===== src/sv/lae_pkg.sv =====
// shared types and constants for the linear adsr envelope unit
`timescale 1ns / 1ps

package lae_pkg;

    localparam int DATA_W    = 24;
    localparam int CFG_IDX_W = 2;

    // item function codes
    localparam logic [1:0] FUNC_SAMPLE  = 2'd0;
    localparam logic [1:0] FUNC_RELEASE = 2'd1;
    localparam logic [1:0] FUNC_START   = 2'd2;

    // configuration register indexes
    localparam logic [CFG_IDX_W-1:0] REG_ATTACK  = 2'd0;
    localparam logic [CFG_IDX_W-1:0] REG_DECAY   = 2'd1;
    localparam logic [CFG_IDX_W-1:0] REG_SUSTAIN = 2'd2;
    localparam logic [CFG_IDX_W-1:0] REG_RELEASE = 2'd3;

    localparam logic [DATA_W-1:0] ATTACK_RST  = 24'd4800;
    localparam logic [DATA_W-1:0] DECAY_RST   = 24'd4800;
    localparam logic [DATA_W-1:0] SUSTAIN_RST = 24'd4194304;
    localparam logic [DATA_W-1:0] RELEASE_RST = 24'd4800;
    localparam logic [DATA_W-1:0] SUSTAIN_MAX = 24'd8388608;

    typedef enum logic [2:0] {
        PH_ATTACK,
        PH_DECAY,
        PH_SUSTAIN,
        PH_RELEASE,
        PH_COMPLETE
    } env_phase_t;

    typedef enum logic [2:0] {
        ST_IDLE,
        ST_MUL,
        ST_ADV_COUNT,
        ST_ADV_CHECK,
        ST_DIV,
        ST_UPDATE,
        ST_EMIT
    } ctl_state_t;

    typedef struct packed {
        logic [1:0]               func;
        logic signed [DATA_W-1:0] sample_in;
        logic                     buffer_end_in;
    } in_item_t;

    typedef struct packed {
        logic signed [DATA_W-1:0] sample_out;
        logic                     complete;
        logic                     buffer_end_out;
    } out_item_t;

    // a length of zero counts as one
    function automatic logic [DATA_W-1:0] eff_len(input logic [DATA_W-1:0] v);
        return (v == '0) ? DATA_W'(1) : v;
    endfunction

endpackage


===== src/sv/linear_adsr_envelope_unit.sv =====
// linear adsr envelope unit: bit-serial sample scaling and step division
// a sample item runs through the serial multiply, the count advance, the phase check and the
//   level update (skipped once the envelope completes); a phase change may add a step divide
// one item at a time: in_ready is high only in idle; a release request is taken in idle, a start
//   item runs the step divide; the serial multiply and divide work one bit per cycle
// reset: envelope complete at zero level, configuration registers at their default values
`timescale 1ns / 1ps

module linear_adsr_envelope_unit #(
    parameter int COUNT_WIDTH = 32,
    parameter int FRAC_BITS   = 30
) (
    input  logic                                 clk,
    input  logic                                 rst_n,
    input  logic                                 in_valid,
    output logic                                 in_ready,
    input  lae_pkg::in_item_t                    in_data,
    output logic                                 out_valid,
    input  logic                                 out_ready,
    output lae_pkg::out_item_t                   out_data,
    input  logic                                 cfg_we,
    input  logic [lae_pkg::CFG_IDX_W-1:0]        cfg_index,
    input  logic [lae_pkg::DATA_W-1:0]           cfg_data
);
    import lae_pkg::*;

    localparam int LVL_W     = FRAC_BITS + 1;
    localparam int STEP_W    = FRAC_BITS + 2;
    localparam int SUM_W     = FRAC_BITS + 3;
    localparam int CNT_W     = $clog2(FRAC_BITS + 1);
    localparam int SUS_SHIFT = 30 - FRAC_BITS;
    localparam logic [LVL_W-1:0] ONE_LEVEL = {1'b1, {FRAC_BITS{1'b0}}};

    // control and envelope state
    ctl_state_t              state_reg, state_next;
    env_phase_t              phase_reg, phase_next;
    logic [COUNT_WIDTH-1:0]  count_reg, count_next;
    logic [COUNT_WIDTH-1:0]  phase_end_reg, phase_end_next;
    logic                    hold_reg, hold_next;
    logic [LVL_W-1:0]        level_reg, level_next;
    logic [STEP_W-1:0]       step_reg, step_next;
    logic [DATA_W-1:0]       attack_reg, attack_next;
    logic [DATA_W-1:0]       decay_reg, decay_next;
    logic [DATA_W-1:0]       sustain_reg, sustain_next;
    logic [DATA_W-1:0]       release_reg, release_next;
    logic                    out_valid_reg, out_valid_next;
    logic                    is_sample_reg, is_sample_next;
    logic                    div_adv_reg, div_adv_next;
    logic [CNT_W-1:0]        bit_cnt_reg, bit_cnt_next;

    // datapath registers
    logic [DATA_W-1:0]       sample_reg, sample_next;
    logic                    buf_end_reg, buf_end_next;
    logic [LVL_W-1:0]        mul_lvl_reg, mul_lvl_next;
    logic [DATA_W:0]         acc_hi_reg, acc_hi_next;
    logic [LVL_W-1:0]        acc_lo_reg, acc_lo_next;
    logic [LVL_W-1:0]        div_q_reg, div_q_next;
    logic [DATA_W-1:0]       div_rem_reg, div_rem_next;
    logic [DATA_W-1:0]       div_den_reg, div_den_next;
    logic                    div_neg_reg, div_neg_next;
    out_item_t               out_reg, out_next;

    // combinational helpers
    logic [DATA_W-1:0]       sus_clamp;
    logic [30:0]             sus_wide;
    logic [LVL_W-1:0]        sus_fix;
    logic [DATA_W+1:0]       mul_sum;
    logic [DATA_W:0]         rem_sh;
    logic                    div_ge;
    logic [DATA_W:0]         rem_diff;
    logic [SUM_W-1:0]        lvl_sum;
    logic                    out_free;

    always_comb
    begin
        sus_clamp = (sustain_reg > SUSTAIN_MAX) ? SUSTAIN_MAX : sustain_reg;
        sus_wide  = {sus_clamp, 7'b0} >> SUS_SHIFT;
        sus_fix   = sus_wide[FRAC_BITS:0];

        // shift-add multiply, multiplier bit lsb first
        mul_sum = {acc_hi_reg[DATA_W], acc_hi_reg}
                + (mul_lvl_reg[0] ? {{2{sample_reg[DATA_W-1]}}, sample_reg} : '0);

        // restoring divide, one quotient bit per cycle
        rem_sh   = {div_rem_reg, div_q_reg[LVL_W-1]};
        div_ge   = (rem_sh >= {1'b0, div_den_reg});
        rem_diff = rem_sh - {1'b0, div_den_reg};

        lvl_sum  = {2'b00, level_reg} + {step_reg[STEP_W-1], step_reg};
        out_free = !out_valid_reg || out_ready;
    end

    always_comb
    begin
        state_next     = state_reg;
        phase_next     = phase_reg;
        count_next     = count_reg;
        phase_end_next = phase_end_reg;
        hold_next      = hold_reg;
        level_next     = level_reg;
        step_next      = step_reg;
        attack_next    = attack_reg;
        decay_next     = decay_reg;
        sustain_next   = sustain_reg;
        release_next   = release_reg;
        out_valid_next = out_valid_reg;
        is_sample_next = is_sample_reg;
        div_adv_next   = div_adv_reg;
        bit_cnt_next   = bit_cnt_reg;
        sample_next    = sample_reg;
        buf_end_next   = buf_end_reg;
        mul_lvl_next   = mul_lvl_reg;
        acc_hi_next    = acc_hi_reg;
        acc_lo_next    = acc_lo_reg;
        div_q_next     = div_q_reg;
        div_rem_next   = div_rem_reg;
        div_den_next   = div_den_reg;
        div_neg_next   = div_neg_reg;
        out_next       = out_reg;
        in_ready       = (state_reg == ST_IDLE);

        if (out_valid_reg && out_ready)
        begin
            out_valid_next = 1'b0;
        end

        if (cfg_we)
        begin
            case (cfg_index)
                REG_ATTACK:  attack_next  = cfg_data;
                REG_DECAY:   decay_next   = cfg_data;
                REG_SUSTAIN: sustain_next = cfg_data;
                REG_RELEASE: release_next = cfg_data;
                default:     attack_next  = attack_reg;
            endcase
        end

        case (state_reg)
            ST_IDLE:
            begin
                if (in_valid)
                begin
                    sample_next  = in_data.sample_in;
                    buf_end_next = in_data.buffer_end_in;
                    bit_cnt_next = CNT_W'(FRAC_BITS);
                    case (in_data.func)
                        FUNC_SAMPLE:
                        begin
                            is_sample_next = 1'b1;
                            mul_lvl_next   = level_reg;
                            acc_hi_next    = '0;
                            acc_lo_next    = '0;
                            state_next     = ST_MUL;
                        end
                        FUNC_RELEASE:
                        begin
                            phase_next     = PH_SUSTAIN;
                            phase_end_next = count_reg;
                            hold_next      = 1'b0;
                        end
                        FUNC_START:
                        begin
                            is_sample_next = 1'b0;
                            phase_next     = PH_ATTACK;
                            count_next     = '0;
                            phase_end_next = COUNT_WIDTH'(eff_len(attack_reg));
                            hold_next      = 1'b0;
                            level_next     = '0;
                            div_q_next     = ONE_LEVEL;
                            div_rem_next   = '0;
                            div_den_next   = eff_len(attack_reg);
                            div_neg_next   = 1'b0;
                            div_adv_next   = 1'b1;
                            state_next     = ST_DIV;
                        end
                        default:
                        begin
                            state_next = ST_IDLE;
                        end
                    endcase
                end
            end

            ST_MUL:
            begin
                acc_hi_next  = mul_sum[DATA_W+1:1];
                acc_lo_next  = {mul_sum[0], acc_lo_reg[LVL_W-1:1]};
                mul_lvl_next = mul_lvl_reg >> 1;
                bit_cnt_next = bit_cnt_reg - 1'b1;
                if (bit_cnt_reg == '0)
                begin
                    state_next = ST_ADV_COUNT;
                end
            end

            ST_ADV_COUNT:
            begin
                count_next = count_reg + 1'b1;
                state_next = (phase_reg == PH_COMPLETE) ? (is_sample_reg ? ST_EMIT : ST_IDLE)
                                                        : ST_ADV_CHECK;
            end

            ST_ADV_CHECK:
            begin
                state_next   = ST_UPDATE;
                bit_cnt_next = CNT_W'(FRAC_BITS);
                div_rem_next = '0;
                div_adv_next = 1'b0;
                if (!hold_reg && (count_reg > phase_end_reg))
                begin
                    case (phase_reg)
                        PH_ATTACK:
                        begin
                            phase_next     = PH_DECAY;
                            phase_end_next = phase_end_reg
                                           + COUNT_WIDTH'(eff_len(decay_reg));
                            div_q_next     = ONE_LEVEL - sus_fix;
                            div_den_next   = eff_len(decay_reg);
                            div_neg_next   = 1'b1;
                            state_next     = ST_DIV;
                        end
                        PH_DECAY:
                        begin
                            phase_next = PH_SUSTAIN;
                            hold_next  = 1'b1;
                            level_next = sus_fix;
                            step_next  = '0;
                        end
                        PH_SUSTAIN:
                        begin
                            phase_next     = PH_RELEASE;
                            phase_end_next = phase_end_reg
                                           + COUNT_WIDTH'(eff_len(release_reg));
                            div_q_next     = level_reg;
                            div_den_next   = eff_len(release_reg);
                            div_neg_next   = 1'b1;
                            state_next     = ST_DIV;
                        end
                        default:
                        begin
                            // release runs out: no level update after this
                            phase_next = PH_COMPLETE;
                            level_next = '0;
                            step_next  = '0;
                            state_next = is_sample_reg ? ST_EMIT : ST_IDLE;
                        end
                    endcase
                end
            end

            ST_DIV:
            begin
                div_q_next   = {div_q_reg[LVL_W-2:0], div_ge};
                div_rem_next = div_ge ? rem_diff[DATA_W-1:0] : rem_sh[DATA_W-1:0];
                bit_cnt_next = bit_cnt_reg - 1'b1;
                if (bit_cnt_reg == '0)
                begin
                    step_next  = div_neg_reg ? (~{1'b0, div_q_next} + 1'b1)
                                             : {1'b0, div_q_next};
                    state_next = div_adv_reg ? ST_ADV_COUNT : ST_UPDATE;
                end
            end

            ST_UPDATE:
            begin
                if (lvl_sum[SUM_W-1])
                begin
                    level_next = '0;
                end
                else if (lvl_sum[SUM_W-2:0] > {1'b0, ONE_LEVEL})
                begin
                    level_next = ONE_LEVEL;
                end
                else
                begin
                    level_next = lvl_sum[FRAC_BITS:0];
                end
                state_next = is_sample_reg ? ST_EMIT : ST_IDLE;
            end

            ST_EMIT:
            begin
                if (out_free)
                begin
                    out_next.sample_out     = {acc_hi_reg[DATA_W-2:0], acc_lo_reg[LVL_W-1]};
                    out_next.complete       = (phase_reg == PH_COMPLETE);
                    out_next.buffer_end_out = buf_end_reg;
                    out_valid_next          = 1'b1;
                    state_next              = ST_IDLE;
                end
            end

            default:
            begin
                state_next = ST_IDLE;
            end
        endcase
    end

    always_ff @(posedge clk or negedge rst_n)
    begin
        if (!rst_n)
        begin
            state_reg     <= ST_IDLE;
            phase_reg     <= PH_COMPLETE;
            count_reg     <= '0;
            phase_end_reg <= '0;
            hold_reg      <= 1'b0;
            level_reg     <= '0;
            step_reg      <= '0;
            attack_reg    <= ATTACK_RST;
            decay_reg     <= DECAY_RST;
            sustain_reg   <= SUSTAIN_RST;
            release_reg   <= RELEASE_RST;
            out_valid_reg <= 1'b0;
            is_sample_reg <= 1'b0;
            div_adv_reg   <= 1'b0;
            bit_cnt_reg   <= '0;
        end
        else
        begin
            state_reg     <= state_next;
            phase_reg     <= phase_next;
            count_reg     <= count_next;
            phase_end_reg <= phase_end_next;
            hold_reg      <= hold_next;
            level_reg     <= level_next;
            step_reg      <= step_next;
            attack_reg    <= attack_next;
            decay_reg     <= decay_next;
            sustain_reg   <= sustain_next;
            release_reg   <= release_next;
            out_valid_reg <= out_valid_next;
            is_sample_reg <= is_sample_next;
            div_adv_reg   <= div_adv_next;
            bit_cnt_reg   <= bit_cnt_next;
        end
    end

    always_ff @(posedge clk)
    begin
        sample_reg  <= sample_next;
        buf_end_reg <= buf_end_next;
        mul_lvl_reg <= mul_lvl_next;
        acc_hi_reg  <= acc_hi_next;
        acc_lo_reg  <= acc_lo_next;
        div_q_reg   <= div_q_next;
        div_rem_reg <= div_rem_next;
        div_den_reg <= div_den_next;
        div_neg_reg <= div_neg_next;
        out_reg     <= out_next;
    end

    assign out_valid = out_valid_reg;
    assign out_data  = out_reg;

    a_sample_starts_mul: assert property (@(posedge clk) disable iff (!rst_n)
        (in_valid && in_ready && (in_data.func == FUNC_SAMPLE)) |=> (state_reg == ST_MUL))
        else $error("sample item did not start the multiply");

    a_hold_in_sustain: assert property (@(posedge clk) disable iff (!rst_n)
        hold_reg |-> (phase_reg == PH_SUSTAIN))
        else $error("sustain hold set outside sustain");

    a_complete_silent: assert property (@(posedge clk) disable iff (!rst_n)
        (phase_reg == PH_COMPLETE) |-> ((level_reg == '0) && (step_reg == '0)))
        else $error("complete envelope with nonzero level or step");

    a_level_bounded: assert property (@(posedge clk) disable iff (!rst_n)
        level_reg <= ONE_LEVEL)
        else $error("envelope level above unity");

    a_emit_waits: assert property (@(posedge clk) disable iff (!rst_n)
        (state_reg == ST_EMIT && out_valid_reg && !out_ready) |=> (state_reg == ST_EMIT))
        else $error("result overwrote a waiting item");

endmodule

===== config.mk =====
export PLATFORM = sky130hd
export DESIGN_NAME = linear_adsr_envelope_unit
export DESIGN_NICKNAME = d
export VERILOG_FILES = /design/src/sv/lae_pkg.sv /design/src/sv/linear_adsr_envelope_unit.sv
export SDC_FILE = /design/constraint.sdc
export NUM_CORES = 1
export LEC_CHECK = 0
export ABC_AREA = 1
export BUFFER_PORTS_ARGS = -buffer_cell sky130_fd_sc_hd__buf_2
export CORE_UTILIZATION = 39
export CTS_CLUSTER_DIAMETER = 30
export CTS_CLUSTER_SIZE = 28
export DETAILED_ROUTE_END_ITERATION = 8
export GPL_ROUTABILITY_DRIVEN = 1
export RECOVER_POWER = 100
export SYNTH_ARGS = -nofsm -noshare
export SYNTH_HDL_FRONTEND = slang
export SYNTH_SLANG_ARGS = --single-unit

===== constraint.sdc =====
create_clock -name clk -period 4.2 [get_ports clk]
set_input_delay 0.84 -clock clk [delete_from_list [all_inputs] [get_ports clk]]
set_output_delay 0.84 -clock clk [all_outputs]
set_load 0.005 [all_outputs]

; After elaboration in Yosys (flattened, before gate mapping)
; Index checks and enable logic that the tools add are counted.
[totals]
regBits = 456
inputBits = 58
out_inout_bits = 28
word_cells = 197
[op_classes]
addsub = 9
n_lt_le_gt_ge = 4
n_eq_ne = 28
n_mux = 83
bitwise = 1
reduce_logical = 45
[op_table]
columns = operator, count
row1 = $mux 31, 12
row2 = $pmux 32 s2, 5
row3 = $mux 32, 8
row4 = $pmux 31 s2, 4
row5 = $mux 24, 10
row6 = $pmux 31 s3, 2
row7 = $pmux 24 s2, 2
row8 = $logic_not 24->1, 3
row9 = $pmux 24 s3, 1
row10 = $add 32x1->32 const B, 2
row11 = $add 32x24->32, 2
row12 = $mux 25, 2
row13 = $pmux 25 s2, 1
row14 = $reduce_and 5->1, 7
row15 = $add 32x32->33, 1
row16 = $gt 32x31->1 const B, 1
row17 = $gt 32x32->1, 1
row18 = $not 31->32, 1
row19 = $sub 31x31->31 const A, 1
row20 = $mux 3, 10
row21 = $add 26x26->26, 1
row22 = $mux 26, 1
row23 = $ge 25x24->1, 1
row24 = $gt 24x24->1 const B, 1
row25 = 30 further kinds, 90

; Longest topological paths before layout
; Gate-level depths: netlist of run 1.
[depth]
ltp_word = 6
depth_mapped = 24
depth_no_buf = 24

; Least setup slack after synthesis of run 1
; No wires, ideal clock.
[synth_path]
path_kind = input -> register
startpoint = input port in_data[25] (netlist name)
endpoint = register div_q_reg[0] (enable)
setup_time_ns = 0.391
t_arrival_ns = 4.301
required_ns = 3.809
path_slack_ns = -0.492
path_stages = 6
n_path_buf = 1
path_cell_list = inv_1 > ha_1 > clkbuf_1 > nor2_1 > nor3_1 > and3_1
[synth_via]
elab_chain_cells = 3
[synth_lines]
columns = element, line
row1 = "start, declared", linear_adsr_envelope_unit.sv:17  ; input lae_pkg::in_item_t in_data,
row2 = $eq 2x2->1, linear_adsr_envelope_unit.sv:146  ; case (in_data.func)
row3 = $ne 2x1->1 (no source line), n/a
row4 = $reduce_and 5->1 (no source line), n/a
row5 = "end signal, assigned", linear_adsr_envelope_unit.sv:347  ; div_q_reg <= div_q_next;
row6 = "end, declared", linear_adsr_envelope_unit.sv:57  ; logic [LVL_W-1:0] div_q_reg, div_q_next;
; No other way between the ends.
; A chain may end at the register's enable or synchronous reset.

; Worst setup path in the final report of run 1
[layout_path]
startpoint = register state_reg[1]
endpoint = register phase_end_reg[30]
[layout_via]
elab_chain_cells = 3
elab_cells_between_ends = 9
cone_classes = 5 x eq/ne / 1 x mux / 3 x reduce/logical
[layout_lines]
columns = element, line
row1 = "start, declared", linear_adsr_envelope_unit.sv:35  ; ctl_state_t state_reg, state_next;
row2 = "start signal, assigned", linear_adsr_envelope_unit.sv:322  ; state_reg <= state_next;
row3 = $eq 3x2->1 / $logic_not 3->1 (equally long branches), linear_adsr_envelope_unit.sv:138  ; case (state_reg)
row4 = $ne 3x3->1 (no source line) (tied with other cells), n/a
row5 = $reduce_and 5->1 (no source line), n/a
row6 = "end signal, assigned", linear_adsr_envelope_unit.sv:325  ; phase_end_reg <= phase_end_next;
row7 = "end, declared", linear_adsr_envelope_unit.sv:38  ; logic [COUNT_WIDTH-1:0] phase_end_reg, phase_end_next;
; Several ways; a longest one is shown, not always the timed one.

==> impl_metrics.tcl, run 1 <==
set metrics [dict create \
    status "finished with violations" \
    failed_checks "max-capacitance violations, max-slew violations" \
    ant_nets 0 \
    cts_buffer_depth 3 \
    htree_levels 3 \
    dieHeight_um 266.7 \
    tritoncts "done" \
    cp-start-kind "register" \
    fp.coreArea_um2 68950 \
    fin_crit_sh 0.9682 \
    numClockSinks 426 \
    synth_warnings 0 \
    synth_cell_types 60 \
    insertion_delay_ns 0.68 \
    synthCells 3635 \
    synth_area_per_cell_um2 7.515 \
    vias 24880 \
    path_clk_slew_ns 0.05 \
    final_cells 4809 \
    min_period_ns 4.066 \
    overflow 0 \
    portBuffers 85 \
    critPathMaxFanout 67 \
    cp.required_ns 4.78 \
    grt_pass1_vias 23850 \
    synth_area_um2 27320 \
    fmax_mhz 245.9 \
    antenna_found_initial 2 \
    gp_congestion 0.9556 \
    synth-adder-area-share 0.06934 \
    placed_area_um2 29030 \
    placedCellCount 4603 \
    syn2layout_area_growth_pct 19.32 \
    maxCapViolCount 11 \
    grt_start_max_net_pins 83 \
    syn_nets 3842 \
    nets 3988 \
    worstSetupPathType "register to register" \
    synthFlopType "dfrtp_1" \
    synth_edf_count 188 \
    rows 96 \
    drive_above_1_share 0.08772 \
    tightest_slew_ns 2.776 \
    irDropWorstVdd_mv 0.3958 \
    skew_ns 0.05230 \
    finalWirelength_um 85120 \
    via_per_inst 5.173 \
    grt_first_pass_wirelength_um 132900 \
    synth_top_family_by_area "simple AND/OR/NAND/NOR gates" \
    die_x_um 266.7 \
    postLayoutCellArea_um2 32600 \
    synth_sequential_area_ratio 0.4253 \
    hold_ws_ns 0.3480 \
    maxSlewHeadroom -0.8576 \
    start_util 0.3962 \
    yosys_register_bits 426 \
    fin_setup_tns_ns 0 \
    track_usage 0.2403 \
    synth_top_area_share 0.2067 \
    fillCellCount 6937 \
    hold_viol 0 \
    final_max_slew_viol_count 557 \
    numCtsBuffers 107 \
    hpwlAfterDp_um 65060 \
    p_per_area_nw_per_um2 843.6 \
    firstDrtPassIters 6 \
    ys_top_cells_by_area "edfxtp_1 (21%), dfrtp_1 (21%), nand2_1 (13%), inv_1 (7.5%), o21ai_0 (6.9%)" \
    p_leak_uw 0.01556 \
    synth_compound_area_frac 0.1530 \
    power_uw 27500 \
    drt-initial-drc-count 1926 \
    synth_mux_area_frac 0 \
    synth_simple_gate_area_frac 0.2422 \
    synthArstFlopShare 0.5587 \
    drc 0 \
    setup_violations 0 \
    synth_xor_xnor_area_share 0.01827 \
    cp-end-kind "register" \
    die_area_um2 71110 \
    cts_root_buf "clkbuf_16" \
    rsz0062_at_grt "false" \
    ioPinCount 86 \
    crit_arrival_ns 4.64 \
    hp-class "input pin to register" \
    wl_per_cell_um 17.70 \
    synth_top_area_cell "edfxtp_1" \
]
area by class of cell:
| cell class | instances | area [µm²] | share of cell area |
|---|---|---|---|
| Multi-Input combinational cell | 2549 | 13100 | 0.4018 |
| Sequential cell | 426 | 11620 | 0.3564 |
| Clock buffer | 126 | 2882 | 0.08840 |
| Inverter | 558 | 2095 | 0.06425 |
| Tap cell | 931 | 1165 | 0.03573 |
| Clock inverter | 78 | 958.4 | 0.02940 |
| Timing Repair Buffer | 139 | 775.7 | 0.02380 |
| Antenna cell | 2 | 5.005 | 0.0001535 |
worst max-delay path, stage by stage, from the launching register on:
cell      delay (ns)
dfrtp_1         0.42
inv_1           0.14
nor3_1          0.08
clkbuf_2        0.80
nor2_1          0.77
clkbuf_1        0.91
inv_1           0.39
o22ai_1         0.27
nand2_1         0.08
o21ai_0         0.08
cells in the final DEF (no fill, tap or decap), types with 46 or more instances in the layout:
master     instances
o21ai_0          378
nand3_1          178
buf_2             65
nand2_1          928
edfxtp_1         188
nor3_1            53
nor2_1           308
a21oi_1          239
ha_1             145
inv_1            551
nand4_1           46
dfrtp_1          224
clkbuf_16        109
power breakdown:
| group | internal, µW | switching (µW) | total [µW] | leakage, µW |
|---|---|---|---|---|
| Sequential | 6090 | 886 | 6980 | 0.00481 |
| Combinational | 3790 | 8190 | 12000 | 0.00891 |
| Clock | 5740 | 2790 | 8530 | 0.00183 |
| Total | 15600 | 11900 | 27500 | 0.0156 |
synth_stat cells, drive strengths merged (2+ instances only):
cell / n
o21bai: 27
a31oi: 9
nand4: 46
inv: 556
nand3b: 10
and3: 5
edfxtp: 188
nand2: 930
buf: 18
or2: 8
fa: 4
dfstp: 14
clkinv: 2
a21boi: 4
o221ai: 11
xor2: 36
o21a: 13
o22ai: 28
clkbuf: 84
nor3: 55
o31ai: 6
o2111ai: 2
nor4: 23
xnor2: 21
nor2: 314
o21ai: 382
a211oi: 12
and2: 6
ha: 145
o211ai: 11
nand3: 178
a21oi: 240
a21o: 11
dfrtp: 224
kinds of logic after synthesis:
logic type               after synthesis
adder cells (fa/ha/maj)              149
buffers and inverters                660
AO/OA/AOI/OAI                        765
AND/OR/NAND/NOR                     1578
flip-flops                           426
XOR/XNOR                              57
through the flow:
step,utilization,setup WS [ns]
finish,0.4728,0.1337
global route,0.4727,0.03688
CTS,0.4768,0.2964
detailed placement,0.4211,0.3059
global placement,0.4211,0.3133
floorplan,-,0.2784
per-layer routing:
| layer | vias up | global-route usage | routed length [µm] | part of all wire |
|---|---|---|---|---|
| met5 | - | 0 | 12 | 0.00014 |
| met4 | 2 | 0.1100 | 3822 | 0.045 |
| met3 | 210 | 0.03395 | 4306 | 0.051 |
| met2 | 746 | 0.4063 | 40140 | 0.47 |
| met1 | 11590 | 0.3031 | 36840 | 0.43 |
| li1 | 12330 | - | - | - |
worst paths after layout:
kind | start | to | slack (ns) | cells past startpoint
max | state_reg[1] | phase_end_reg[30] | 0.13 | 9
min | in_data[9] | sample_reg[8] | 0.35 | 1
max reg2reg | state_reg[1] | phase_end_reg[30] | 0.13 | 9
min reg2reg | acc_lo_reg[30] | out_data[2] | 0.42 | 0
max in group asynchronous | rst_n | attack_reg[17] | 0.87 | 2
min in group asynchronous | rst_n | count_reg[28] | 0.75 | 1
timing repair:
item,4_1_cts,5_1_grt
setup buffers,0,0
gates resized for setup,0,1
setup endpoints to repair,0,3
hold buffers,0,0
hold endpoints to repair,0,0
Note: power is estimated with default switching activity, not from simulation.
==> inputs of run 2 (changes only) <==
--- a/config.mk
+++ b/config.mk
@@ -5,7 +5,6 @@
 export SDC_FILE = /design/constraint.sdc
 export NUM_CORES = 1
 export LEC_CHECK = 0
-export ABC_AREA = 1
 export BUFFER_PORTS_ARGS = -buffer_cell sky130_fd_sc_hd__buf_2
 export CORE_UTILIZATION = 39
 export CTS_CLUSTER_DIAMETER = 30
==> run 2 against run 1 <==
  * The run still ends with max-capacitance violations, max-slew violations left
  * Core utilization rose by 1.4 points
  * Sequential share of layout area rose by 1.3 points
  * Sequential cell count did not move
  * Non-clock buffer count rose by 37
  * Die area fell by 6.0%
  * Synthesized cell count fell by 26%
  * Global-route usage fell by 1.7 points
  * Critical path type unchanged
==> impl_metrics.tcl, run 2 <==
set metrics [dict create \
    status "finished with violations" \
    failed_checks "max-capacitance violations, max-slew violations" \
    placed_area_um2 27440 \
    fin_crit_sh 0.9707 \
    worstSetupPathType "register to register" \
    cp-end-kind "register" \
    p_per_area_nw_per_um2 723.5 \
    grt_first_pass_wirelength_um 118700 \
    cp.buffers_inverters 2 \
    grtUsageMet2 0.3692 \
    finalWirelength_um 74600 \
    synth_edf_count 188 \
    ant_nets 0 \
    min_period_ns 4.077 \
    synth_area_per_cell_um2 9.591 \
    maxCapViolCount 3 \
    synth_cell_types 85 \
    ioPinCount 86 \
    swShare 0.3623 \
    skew_ns 0.03293 \
    synth_area_um2 25660 \
    rsz0062_at_grt "true" \
    synth_warnings 0 \
    drive_above_1_share 0.1852 \
    final_common_cell "nand2_1" \
    power_frac_comb 0.337 \
    maxSlewHeadroom -1.015 \
    die_area_um2 66840 \
    drt-initial-drc-count 1711 \
    synthArstFlopShare 0.5587 \
    postCtsHoldBufs 0 \
    track_usage 0.2237 \
    hp-class "input pin to register" \
    start_util 0.3967 \
    tritoncts "done" \
    setup_violations 0 \
    syn2layout_area_growth_pct 22.64 \
    die_x_um 258.5 \
    irDropWorstVdd_mv 0.4593 \
    final_cell_mix "nand2_1 (417), dfrtp_1 (224), nor2_1 (206), edfxtp_1 (188), a21oi_1 (161)" \
    p_int_uw 14520 \
    numClockSinks 426 \
    cts_buffer_depth 3 \
    vias 21390 \
    p_leak_uw 0.01340 \
    cp_slowest_cell "dfrtp_1" \
    hpwlAfterDp_um 54130 \
    drc 0 \
    overflow 0 \
    worstPathCellList "ha_1 -> inv_1 -> fa_1 -> nand2b_1 -> a21oi_4 -> a221oi_4 -> and3_1 -> o31ai_1 -> a21oi_2 -> xnor2_1 -> nor4_2 -> nand4_1 -> o31a_1 -> buf_12 -> o221ai_1" \
    antenna_found_initial 0 \
    critPathMaxFanout 11 \
    rows 93 \
    synth_top_area_share 0.2200 \
    grtUsageMet3 0.03912 \
    insertion_delay_ns 0.67 \
    final_max_slew_viol_count 99 \
    grt_use_met1 0.3011 \
    syn_nets 2883 \
    via_per_inst 5.647 \
    p_sw_uw 8251 \
    fin_ws_ns 0.1229 \
    fmax_mhz 245.3 \
    numCtsBuffers 105 \
    nets 3047 \
    postLayoutCellArea_um2 31480 \
    hold_viol 0 \
    path_delay_family "compound AO/OA/AOI/OAI gates" \
    grt_start_max_net_pins 111 \
    wl_per_cell_um 19.70 \
    diodes 0 \
    cp.required_ns 4.76 \
    cts_root_buf "clkbuf_16" \
    htree_levels 3 \
    sequentialPowerShare 0.286 \
    path_clk_slew_ns 0.05 \
    synthCells 2676 \
    tightest_slew_ns 3.023 \
    portBuffers 85 \
    synth_commonest_cells "nand2_1 (419), dfrtp_1 (224), nor2_1 (212)" \
    yosys_register_bits 426 \
    dieHeight_um 258.5 \
    synthFlopType "dfrtp_1" \
    max_stage_delay_ns 0.47 \
    cp-start-kind "register" \
    crit_arrival_ns 4.63 \
    top_usage_layer "met2" \
    synth_top_area_cell "edfxtp_1" \
    clkPwrFrac 0.377 \
    fp.coreArea_um2 64700 \
    grt_pass1_vias 21140 \
    gp_congestion 0.9153 \
    pre_cts_slack_ns -0.1982 \
    synth_sequential_area_ratio 0.4527 \
    ys_top_cells_by_area "edfxtp_1 (22%), dfrtp_1 (22%), ha_1 (7.1%), nand2_1 (6.1%), mux2_2 (4.3%)" \
    firstDrtPassIters 8 \
    yosysMostFrequentCell "nand2_1" \
    fillCellCount 6000 \
]
run 2: what timing repair did:
item / 4_1_cts / 5_1_grt
hold endpoints to repair: 0 / 0
setup endpoints to repair: 10 / 37
buffers inserted: 2 / 1
resized for setup: 7 / 45
pin swaps: 10 / 15
run 2: worst paths after layout:
| path | cells past startpoint | startpoint | endpoint | slack, ns |
|---|---|---|---|---|
| max in group asynchronous | 2 | rst_n | count_reg[18] | 0.70 |
| worst min register to register | 0 | acc_lo_reg[30] | out_data[2] | 0.42 |
| worst min-delay path | 1 | in_data[8] | sample_reg[7] | 0.34 |
| min in group asynchronous | 1 | rst_n | decay_reg[8] | 1.17 |
| worst max register to register | 15 | level_reg[0] | level_reg[8] | 0.12 |
| worst max-delay path | 15 | level_reg[0] | level_reg[8] | 0.12 |
run 2: cells by family after synthesis:
| family | synth area share |
|---|---|
| buffers and inverters | 0.03364 |
| AOI/OAI and AO/OA | 0.1704 |
| muxes | 0.05231 |
| and+or+nand+nor | 0.1704 |
| xor gates and xnor gates | 0.04675 |
| adders and majority gates | 0.07381 |
| DFF | 0.4527 |
run 2: per-stage QoR:
step / hold WS (ns) / util / TNS (ns) / cells / power, µW
floorplan: 0.4003 / - / 0 / 2676 / 11460
global placement: 0.4012 / 0.4242 / -0.07259 / 3585 / 13640
detailed placement: 0.4054 / 0.4242 / -1.048 / 3585 / 13810
CTS: 0.07827 / 0.4837 / 0 / 3786 / 22580
global route: 0.3064 / 0.4865 / -0.4020 / 3787 / 24050
finish: 0.3367 / 0.4865 / 0 / 3787 / 22770
run 2: worst reg2reg max path: cells and delay by family, from the launching register on:
family | cells | cell delay (ns)
buffers and inverters | 2 | 0.22
XOR/XNOR | 1 | 0.25
adder cells (fa/ha/maj) | 2 | 0.62
AND/OR/NAND/NOR | 4 | 1.13
AO/OA/AOI/OAI | 6 | 1.28
flip-flops | 1 | 0.47
run 2: power groups by stage:
stage / Clock, µW / Combinational (µW) / Sequential, µW
after global routing: 8920 / 8510 / 6620
after CTS: 8700 / 7390 / 6480
after detailed placement: 0 / 7280 / 6530
final: 8580 / 7680 / 6510
after floorplan: 0 / 5280 / 6180
after global placement: 0 / 7140 / 6500
run 2: final cells by class:
| type | count | area [µm²] | share of cell area |
|---|---|---|---|
| repair buffers | 176 | 1099 | 0.03490 |
| multi-input cells | 2026 | 13480 | 0.4281 |
| inverters | 105 | 394.1 | 0.01252 |
| clock buffers | 128 | 2868 | 0.09111 |
| well taps | 855 | 1070 | 0.03399 |
| clock inverters | 71 | 950.9 | 0.03021 |
| flip-flops and latches | 426 | 11620 | 0.3691 |
run 2: layer usage:
metal,share of wire,vias to the layer above
li1,-,10100
met1,0.45,10530
met2,0.47,625
met3,0.057,125
met4,0.021,0
met5,0,-
